--- src/rtl/smpq_pkg.sv ---
// shared types and constants for the stable min priority queue
`timescale 1ns / 1ps
`default_nettype none
package smpq_pkg;

	localparam int DEPTH     = 16;
	localparam int PRIO_BITS = 16;
	localparam int DATA_BITS = 32;
	localparam int FILL_W    = $clog2(DEPTH + 1);

	localparam logic [1:0] CMD_ENQ  = 2'd0;
	localparam logic [1:0] CMD_DEQ  = 2'd1;
	localparam logic [1:0] CMD_PEEK = 2'd2;

	localparam logic [1:0] ST_OK    = 2'd0;
	localparam logic [1:0] ST_FULL  = 2'd1;
	localparam logic [1:0] ST_EMPTY = 2'd2;

	typedef struct packed {
		logic [1:0]         cmd;
		logic signed [15:0] prio_in;
		logic [31:0]        data_in;
	} req_t;

	typedef struct packed {
		logic [1:0]         status;
		logic [31:0]        data_out;
		logic signed [15:0] prio_out;
		logic [4:0]         count;
	} rsp_t;

	typedef struct packed {
		logic signed [PRIO_BITS-1:0] prio;
		logic [DATA_BITS-1:0]        data;
	} entry_t;

	typedef struct packed {
		logic enq;
		logic deq;
	} cell_ctrl_t;

endpackage
`default_nettype wire

--- src/rtl/smpq_cell.sv ---
// one slot of the sorted queue: holds an entry and shifts or inserts with its neighbours
`timescale 1ns / 1ps
`default_nettype none
module smpq_cell
	import smpq_pkg::*;
(
	input  wire logic       clk,
	input  wire cell_ctrl_t ctrl,
	input  wire entry_t     new_entry,
	input  wire entry_t     left_entry,
	input  wire entry_t     right_entry,
	input  wire logic       left_keep,
	input  wire logic       occ,
	output entry_t          entry,
	output logic            keep
);

	entry_t entry_q;

	// entry stays put when it is occupied and not after the new priority
	assign keep  = occ && (entry_q.prio <= new_entry.prio);
	assign entry = entry_q;

	always_ff @(posedge clk) begin
		if (ctrl.enq) begin
			if (!keep) begin
				entry_q <= left_keep ? new_entry : left_entry;
			end
		end else if (ctrl.deq) begin
			entry_q <= right_entry;
		end
	end

endmodule
`default_nettype wire

--- src/rtl/stable_min_priority_queue.sv ---
// top level of the stable min priority queue built from a row of sorted slots
//
// Usage: a command beat is taken at a rising edge where start is high and
// busy is low; busy is never raised, so one command may be issued in every
// cycle. The command selects enqueue, dequeue of the head or peek of the
// head. Exactly one result beat follows for each command, in the cycle after it
// is taken, marked by done for a single cycle; the receiver cannot stall.
// One command is taken per cycle, since every slot
// compares its priority with the new one in parallel and takes its own,
// its left or its right neighbour's entry in the same edge.
// Equal priorities leave in arrival order. An enqueue to a full queue is
// dropped with status full; dequeue or peek of an empty queue gives status
// empty with zero data and priority. count is the fill after the command.
// Reset clears the fill count and done; slot contents are not cleared and
// are never read before they are written.
`timescale 1ns / 1ps
`default_nettype none
module stable_min_priority_queue
	import smpq_pkg::*;
(
	input  wire logic clk,
	input  wire logic arst_n,
	input  wire logic start,
	output logic      busy,
	input  wire req_t req,
	output logic      done,
	output rsp_t      rsp
);

	logic [FILL_W-1:0] fill_q;
	logic              done_q;
	rsp_t              rsp_q;

	entry_t            new_entry;
	entry_t            cell_q [DEPTH];
	logic              keep   [DEPTH];
	logic              accept;
	logic              full;
	logic              empty;
	cell_ctrl_t        ctrl;
	rsp_t              rsp_d;
	logic [FILL_W-1:0] fill_d;
	entry_t            head;

	assign busy   = 1'b0;
	assign accept = start && !busy;
	assign full   = (fill_q == FILL_W'(DEPTH));
	assign empty  = (fill_q == '0);
	assign head   = cell_q[0];

	assign new_entry.prio = PRIO_BITS'(req.prio_in);
	assign new_entry.data = DATA_BITS'(req.data_in);

	always_comb begin
		ctrl           = '0;
		fill_d         = fill_q;
		rsp_d.status   = ST_OK;
		rsp_d.data_out = '0;
		rsp_d.prio_out = '0;
		case (req.cmd)
			CMD_ENQ: begin
				if (full) begin
					rsp_d.status = ST_FULL;
				end else begin
					ctrl.enq = accept;
					fill_d   = fill_q + 1'b1;
				end
			end
			CMD_DEQ, CMD_PEEK: begin
				if (empty) begin
					rsp_d.status = ST_EMPTY;
				end else begin
					rsp_d.data_out = 32'(head.data);
					rsp_d.prio_out = 16'(head.prio);
					if (req.cmd == CMD_DEQ) begin
						ctrl.deq = accept;
						fill_d   = fill_q - 1'b1;
					end
				end
			end
			default: begin
			end
		endcase
		rsp_d.count = 5'(fill_d);
	end

	for (genvar i = 0; i < DEPTH; i++) begin : g_cell
		localparam logic [FILL_W-1:0] IDX = FILL_W'(i);
		entry_t left_entry;
		entry_t right_entry;
		logic   left_keep;

		if (i == 0) begin : g_first
			assign left_entry = new_entry;
			assign left_keep  = 1'b1;
		end else begin : g_mid
			assign left_entry = cell_q[i-1];
			assign left_keep  = keep[i-1];
		end

		if (i == DEPTH - 1) begin : g_last
			assign right_entry = cell_q[i];
		end else begin : g_inner
			assign right_entry = cell_q[i+1];
		end

		smpq_cell u_cell (
			.clk        (clk),
			.ctrl       (ctrl),
			.new_entry  (new_entry),
			.left_entry (left_entry),
			.right_entry(right_entry),
			.left_keep  (left_keep),
			.occ        (IDX < fill_q),
			.entry      (cell_q[i]),
			.keep       (keep[i])
		);
	end

	always_ff @(posedge clk or negedge arst_n) begin
		if (!arst_n) begin
			fill_q <= '0;
			done_q <= 1'b0;
		end else begin
			done_q <= accept;
			if (accept) begin
				fill_q <= fill_d;
			end
		end
	end

	always_ff @(posedge clk) begin
		if (accept) begin
			rsp_q <= rsp_d;
		end
	end

	assign done = done_q;
	assign rsp  = rsp_q;

	a_fill_bound: assert property (@(posedge clk) disable iff (!arst_n)
		fill_q <= FILL_W'(DEPTH))
		else $error("fill beyond depth");

	a_one_result: assert property (@(posedge clk) disable iff (!arst_n)
		accept |=> done)
		else $error("command without result");

	a_full_count: assert property (@(posedge clk) disable iff (!arst_n)
		done && rsp.status == ST_FULL |-> rsp.count == 5'(DEPTH))
		else $error("full status with wrong count");

	a_empty_count: assert property (@(posedge clk) disable iff (!arst_n)
		done && rsp.status == ST_EMPTY |-> rsp.count == '0 && rsp.data_out == '0)
		else $error("empty status with non-zero fields");

	a_fill_step: assert property (@(posedge clk) disable iff (!arst_n)
		!accept |=> $stable(fill_q))
		else $error("fill changed without command");

endmodule
`default_nettype wire

--- config.mk ---
export PLATFORM = sky130hd
export DESIGN_NAME = stable_min_priority_queue
export DESIGN_NICKNAME = d
export VERILOG_FILES = /design/src/rtl/smpq_pkg.sv /design/src/rtl/smpq_cell.sv /design/src/rtl/stable_min_priority_queue.sv
export SDC_FILE = /design/constraint.sdc
export NUM_CORES = 2
export LEC_CHECK = 0
export BUFFER_PORTS_ARGS = -buffer_cell sky130_fd_sc_hd__buf_2
export CAP_MARGIN = 10
export CORE_AREA = 2 2 273 275
export DETAILED_ROUTE_END_ITERATION = 8
export DIE_AREA = 0 0 275 277
export GPL_ROUTABILITY_DRIVEN = 0
export PLACE_DENSITY = 0.82
export SYNTH_ARGS = -nofsm -noshare
export SYNTH_HDL_FRONTEND = slang
export SYNTH_SLANG_ARGS = --single-unit
--- constraint.sdc ---
create_clock -name clk -period 14.9 [get_ports clk]
set_clock_uncertainty 0.1 [all_clocks]
set_input_delay 1.49 -clock clk [delete_from_list [all_inputs] [get_ports clk]]
set_output_delay 1.49 -clock clk [all_outputs]
set_load 0.1 [all_outputs]
* After elaboration in Yosys (flattened, before gate mapping)
Index checks and enable logic that the tools add are counted.
** Storage, ports and cells
- Register bits after elaboration :: 829
- Logic and storage cells :: 201
- Output and inout bits :: 57
** Operators by class
- Magnitude comparators :: 32
- Add/subtract/negate cells :: 2
- Reductions and logical operators :: 37
- Multiplexer cells :: 72
- Bitwise logic cells :: 2
- Equality and inequality tests :: 18
** Operators by type and width (number)
- 48-bit 2-to-1 mux :: 60
- 16-bit <= comparator :: 16
- 4-bit by 5-bit < comparator with 1-bit output (first input constant) :: 8
- 2-bit AND reduction :: 16
- 2-bit inequality test (second input constant) :: 15
- 3-bit by 5-bit < comparator with 1-bit output (first input constant) :: 4
- 1-bit logical AND :: 16
- 5-bit 2-to-1 mux :: 3
- 1-bit by 5-bit < comparator with 1-bit output (first input constant) :: 2
- 2-bit by 5-bit < comparator with 1-bit output (first input constant) :: 2
- 5-bit case mux with 2 select lines :: 1
- 1-bit 2-to-1 mux :: 6
- 5-bit by 1-bit adder with 5-bit output (second input constant) :: 1
- 5-bit equality test (second input constant) :: 1
- 5-bit zero test :: 1
- 5-bit by 1-bit subtractor with 5-bit output (second input constant) :: 1
- 2-bit case mux with 2 select lines :: 1
- 2-bit OR reduction :: 2
- 2-bit by 1-bit equality test with 1-bit output (second input constant) :: 1
- 2-bit equality test (second input constant) :: 1
- 2-bit zero test :: 1
- 2-bit 2-to-1 mux :: 1
- 1-bit NOT :: 2
- 2-bit nonzero test :: 1

* Depth between registers and ports, before layout
- Depth in word-level cells :: 6
- Depth in mapped cells :: 12

* Hierarchy
From an unflattened synthesis, not the netlist that was laid out.
** Unflattened totals
- Cells, all modules :: 4633
- Area, all modules :: 48933.2 sq um
** By module, submodules not included
- smpq_cell (g_cell[0].u_cell ...) :: cells each 277, times used 10, area an instance 2892.8 sq um, seq. area each 1441.4 sq um
- smpq_cell (g_cell[5].u_cell ...) :: cells each 271, times used 5, area an instance 2855.2 sq um, seq. area each 1441.4 sq um
- smpq_cell (g_cell[12].u_cell) :: cells each 273, times used 1, area an instance 2890.3 sq um, seq. area each 1441.4 sq um
- stable_min_priority_queue :: cells each 235, times used 1, area an instance 2839.0 sq um, seq. area each 1801.7 sq um

* Worst setup path after synthesis
No wires, ideal clock.
- Kind :: input port to flip-flop
- Start point :: input port req[33] (netlist bit)
- End point :: register g_cell[4].u_cell.entry_q, in the netlist g_cell[4].u_cell.entry[0] (enable)
- Stages :: 10
- Arrival time :: 6765 ps
- Path slack :: 7515 ps
- Buffers on the path :: 2
- Cell sequence :: inv_1 ha_1 nor2b_1 o211ai_1 a21oi_1 nor4b_1 mux2i_1 buf_4 buf_4 o21ai_0
** On the way
- Longest elaborated chain between the ends :: 4
** RTL lines
- start: declaration :: RTL line stable_min_priority_queue.sv:25 : input wire req_t req,
- 16-bit <= comparator :: RTL line smpq_cell.sv:21 : assign keep = occ && (entry_q.prio <= new_entry.prio);
- 1-bit logical AND :: RTL line smpq_cell.sv:21
- 2-bit inequality test (no source line)
- 2-bit AND reduction (no source line)
- end signal: assignment :: RTL line smpq_cell.sv:27 : entry_q <= left_keep ? new_entry : left_entry;
- end signal: assignment :: RTL line smpq_cell.sv:30 : entry_q <= right_entry;
- end: declaration :: RTL line smpq_cell.sv:18 : entry_t entry_q;
Every way passes these cells.
A chain may end at the register's enable or synchronous reset.

* Final worst setup path
- Start point :: register fill_q[1]
- End point :: register g_cell[14].u_cell.entry_q, in the netlist g_cell[14].u_cell.entry[18] (data pin)
** On the way
- Longest elaborated chain between the ends :: 5
- Elaborated cells between the ends (all ways) :: 8
- Those cells by class :: order compare: 1; eq/ne: 1; mux: 5; reduce/logical: 1
** RTL lines
- start: declaration :: RTL line stable_min_priority_queue.sv:30 : logic [FILL_W-1:0] fill_q;
- start signal: assignment :: RTL line stable_min_priority_queue.sv:127 : fill_q <= fill_d;
- 4-bit by 5-bit < comparator with 1-bit output :: RTL line stable_min_priority_queue.sv:114 : .occ (IDX < fill_q),
- 1-bit logical AND :: RTL line smpq_cell.sv:21
- 48-bit 2-to-1 mux :: RTL line smpq_cell.sv:27
- 48-bit 2-to-1 mux :: RTL line smpq_cell.sv:26 : if (!keep) begin
- 48-bit 2-to-1 mux (*) :: RTL line smpq_cell.sv:25 : if (ctrl.enq) begin
- end signal: assignment :: RTL line smpq_cell.sv:27
- end signal: assignment :: RTL line smpq_cell.sv:30
- end: declaration :: RTL line smpq_cell.sv:18
Every way passes the cells marked *; elsewhere a longest branch is shown, timed or not. The select of a mux whose other input is x is not followed.

==> insert_results.sql <==
INSERT INTO impl_metrics (metric_group, metric, value, unit) VALUES
('outcome', 'outcome', 'finished clean', ''),
('layout', 'num-fill-cells', '5264', ''),
('sta', 'hold_violations', '0', ''),
('place', 'port_buffers', '108', ''),
('sta', 'finalCritPeriodShare', '38.3', '%'),
('critical_path', 'regToRegSetupSlack', '9.19', 'ns'),
('power_and_ir_drop', 'worst_voltage_drop_across_the_vdd_grid', '163', 'uV'),
('sta', 'setup_viol_count_final', '0', ''),
('floorplan', 'die_w', '275', 'um'),
('sta', 'totalNegativeSetupSlack', '0', 'ns'),
('yosys', 'yosys_warnings', '0', ''),
('yosys', 'ys_dominant_reg_cell', 'sky130_fd_sc_hd__edfxtp_1', ''),
('yosys', 'synthesis.instances', '4418', ''),
('sta', 'layout_min_cycle_time', '5.71', 'ns'),
('routing', 'post_drt_via_cell_ratio', '7.22', ''),
('yosys', 'synth_async_sr_flop_share', '0.724', '%'),
('place', 'placed_cells', '5168', ''),
('cts', 'clock-root-buffer', 'sky130_fd_sc_hd__clkbuf_16', ''),
('yosys', 'synthTopCellsByCount', '823 x sky130_fd_sc_hd__edfxtp_1, 733 x sky130_fd_sc_hd__nand2_1, 299 x sky130_fd_sc_hd__o21ai_0', ''),
('floorplan', 'coreArea', '73600', 'sq um'),
('floorplan', 'initial_utilization', '64.3', '%'),
('min_path', 'min_from', 'g_cell[1].u_cell.entry[4]$_DFFE_PP_', ''),
('sta', 'tightest_slew_margin_relative_to_the_limit', '16.6', '%'),
('critical_path', 'crit_type', 'flop to flop', ''),
('yosys', 'summed_instance_area_of_the_synthesized_netlist', '47300', 'sq um'),
('job', 'maxCapViolations', '0', ''),
('yosys', 'cell_taking_the_most_area_after_synthesis', 'sky130_fd_sc_hd__edfxtp_1', ''),
('cts', 'clock_tree_from_tritoncts', 'built', ''),
('critical_path', 'timing.critical_path.fanout_max', '234', ''),
('routing', 'route.final.wire_length', '146000', 'um'),
('critical_path', 'crit_path_end_kind', 'flop', ''),
('layout', 'layout-area-overhead-vs-synth', '8.34', '%'),
('floorplan', 'fp-row-count', '100', ''),
('sta', 'worst_pin_slew', '1.25', 'ns'),
('routing', 'detail_route.drc_violations', '0', ''),
('global_route', 'grt_pass1_vias', '37300', ''),
('layout', 'drive_gt1_share', '10.1', '%'),
('sta', 'unrepaired_setup_endpoints_after_global_routing', 'false', ''),
('critical_path', 'reg2reg_to', 'g_cell[14].u_cell.entry[18]$_DFFE_PP_', ''),
('cts', 'cts_num_sinks', '829', ''),
('global_route', 'grt_max_degree', '277', ''),
('layout', 'post_layout_nonfiller_instances', '5335', ''),
('yosys', 'synth_most_common_cell', 'sky130_fd_sc_hd__edfxtp_1', ''),
('floorplan', 'floorplan.io_pins', '110', ''),
('routing', 'drtIter0Drc', '5426', ''),
('cts', 'cts_post_setup_buffers_inserted', '0', ''),
('cts', 'cts_made_buffers', '89', ''),
('power_and_ir_drop', 'power.leakage', '19.0', 'nW'),
('cts', 'h-tree-depth', '3', ''),
('yosys', 'synth_largest_type_area_fraction', '52.2', '%'),
('min_path', 'whs_path_depth', '2', ''),
('place', 'hpwlAfterDp', '84800', 'um'),
('routing', 'ant_nets', '0', ''),
('yosys', 'synthesis_stage_register_bit_count', '829', ''),
('min_path', 'worstHoldPathType', 'flop to flop', ''),
('power_and_ir_drop', 'cellPowerDensity', '139', 'nW/um^2'),
('critical_path', 'cp_data_required_time', '15.26', 'ns'),
('cts', 'insertion_delay', '0.66', 'ns'),
('yosys', 'syn-mean-instance-area', '10.7', 'sq um'),
('cts', 'hold_buffers', '0', ''),
('routing', 'route.detailed.wl_per_inst', '27.3', 'um'),
('yosys', 'yosysSeqAreaShare', '52.6', '%'),
('cts', 'cts.repair.resized', '0', ''),
('yosys', 'synthDistinctLibCells', '65', ''),
('routing', 'detailed_routing_iterations_pass_1', '6', ''),
('critical_path', 'critical_path_arrival', '6.07', 'ns'),
('global_route', 'total_global_routing_overflow', '0', ''),
('yosys', 'post_synth_main_area_contributors', 'sky130_fd_sc_hd__edfxtp_1 52%, sky130_fd_sc_hd__ha_1 6.9%, sky130_fd_sc_hd__nand2_1 5.8%', ''),
('critical_path', 'startpoint_type', 'flop', ''),
('critical_path', 'r2r-start', 'fill_q[1]$_DFFE_PN0P_', ''),
('global_route', 'antenna_violations_before_repair', '7', '');
## report_power, final
part,switching (mW),internal [mW],total (mW)
Combinational,1.32,0.480,1.80
Clock,0.976,1.31,2.29
Sequential,0.147,2.87,3.02
Total,2.44,4.67,7.11
## state kept, by name, indices dropped and copies added, names as in the netlist
signal               cells
done                     1
fill_q                   5
g_cell.u_cell.entry    768
rsp                     55
## stage by stage
stage	util, %	total power [mW]	setup slack (ns)	area (sq um)	hold WS [ns]
CTS	69.6	7.03	9.39	51200	0.448
finish	69.7	7.11	9.19	51200	0.446
detailed placement	65.6	4.78	8.86	48300	0.433
floorplan	-	4.20	7.52	47300	0.416
global route	69.6	7.29	8.81	51200	0.469
global placement	65.6	4.72	8.98	48300	0.421
## cells by family (layout without fill, tap and decap cells)
kind of cell             after synthesis  in the layout  synth area share (%)
adder cells (fa/ha/maj)              262            262                  6.93
other                                  1              6               0.00793
buffers and inverters                439            382                  3.81
AO/OA/AOI/OAI                       1117           1117                  16.0
multiplexers                         297            297                  6.43
AND/OR/NAND/NOR                     1473           1473                  14.2
flip-flops                           829            829                  52.6
## critical path, cell delays in order, from the launching register on
cell and delay, ns:
sky130_fd_sc_hd__dfrtp_1 0.54, sky130_fd_sc_hd__inv_1 0.32, sky130_fd_sc_hd__ha_1 0.27, sky130_fd_sc_hd__nor3b_1 0.40
sky130_fd_sc_hd__a21oi_1 0.22, sky130_fd_sc_hd__nand2_4 0.59, sky130_fd_sc_hd__buf_4 0.73, sky130_fd_sc_hd__buf_12 0.67
sky130_fd_sc_hd__buf_4 0.94, sky130_fd_sc_hd__nand2_1 0.13, sky130_fd_sc_hd__a221oi_1 0.31
## cell type report
| cell class | instances | area (sq um) | area share, % |
|---|---|---|---|
| multi-input cells | 3150 | 21000 | 41.0 |
| clock inverters | 57 | 564 | 1.10 |
| well taps | 969 | 1210 | 2.37 |
| clock buffers | 105 | 2370 | 4.63 |
| repair buffers | 169 | 1040 | 2.03 |
| flip-flops and latches | 829 | 24900 | 48.5 |
| inverters | 51 | 191 | 0.374 |
| diodes | 5 | 12.5 | 0.0244 |
## worst max path at each step
stage,to,slack (ns),from
6_report,g_cell[14].u_cell.entry[18]$_DFFE_PP_,9.19,fill_q[1]$_DFFE_PN0P_
5_1_grt,g_cell[14].u_cell.entry[16]$_DFFE_PP_,8.81,fill_q[1]$_DFFE_PN0P_
4_1_cts,g_cell[14].u_cell.entry[16]$_DFFE_PP_,9.39,fill_q[1]$_DFFE_PN0P_
3_5_place_dp,g_cell[6].u_cell.entry[23]$_DFFE_PP_,8.86,req[33]
3_3_place_gp,g_cell[5].u_cell.entry[22]$_DFFE_PP_,8.98,req[33]
2_1_floorplan,g_cell[4].u_cell.entry[0]$_DFFE_PP_,7.52,req[33]
## routing by layer
layer / routed length [um] / up-vias / global-route usage, %
met5: 70 / - / 0
met4: 9780 / 10 / 23.3
met3: 17500 / 593 / 8.20
met2: 64700 / 2737 / 56.4
met1: 53500 / 18600 / 50.4
li1: - / 16600 / -
## cells in the final DEF (no fill, tap or decap), types with 34 or more instances in the layout
master | synthesis | layout
sky130_fd_sc_hd__nand2_1 | 733 | 721
sky130_fd_sc_hd__nand4_1 | 51 | 51
sky130_fd_sc_hd__buf_2 | 72 | 107
sky130_fd_sc_hd__o211ai_1 | 252 | 252
sky130_fd_sc_hd__clkbuf_16 | 0 | 93
sky130_fd_sc_hd__nor3_1 | 73 | 73
sky130_fd_sc_hd__and3_1 | 52 | 51
sky130_fd_sc_hd__inv_1 | 51 | 51
sky130_fd_sc_hd__nor2_1 | 129 | 129
sky130_fd_sc_hd__o21ai_0 | 299 | 294
sky130_fd_sc_hd__a221oi_1 | 50 | 50
sky130_fd_sc_hd__a31oi_1 | 49 | 49
sky130_fd_sc_hd__mux2i_1 | 244 | 241
sky130_fd_sc_hd__nand2b_1 | 101 | 100
sky130_fd_sc_hd__o21ai_1 | 40 | 36
sky130_fd_sc_hd__nor3b_1 | 34 | 34
sky130_fd_sc_hd__o221ai_1 | 55 | 53
sky130_fd_sc_hd__a21o_1 | 40 | 40
sky130_fd_sc_hd__o221a_2 | 48 | 48
sky130_fd_sc_hd__nand3_1 | 256 | 256
sky130_fd_sc_hd__o21a_1 | 52 | 52
sky130_fd_sc_hd__a21oi_1 | 133 | 131
sky130_fd_sc_hd__mux2_2 | 53 | 52
sky130_fd_sc_hd__edfxtp_1 | 823 | 823
sky130_fd_sc_hd__o31a_1 | 47 | 47
sky130_fd_sc_hd__ha_1 | 262 | 261
sky130_fd_sc_hd__buf_4 | 17 | 59
No activity file was read; power rests on OpenSTA's default activity.
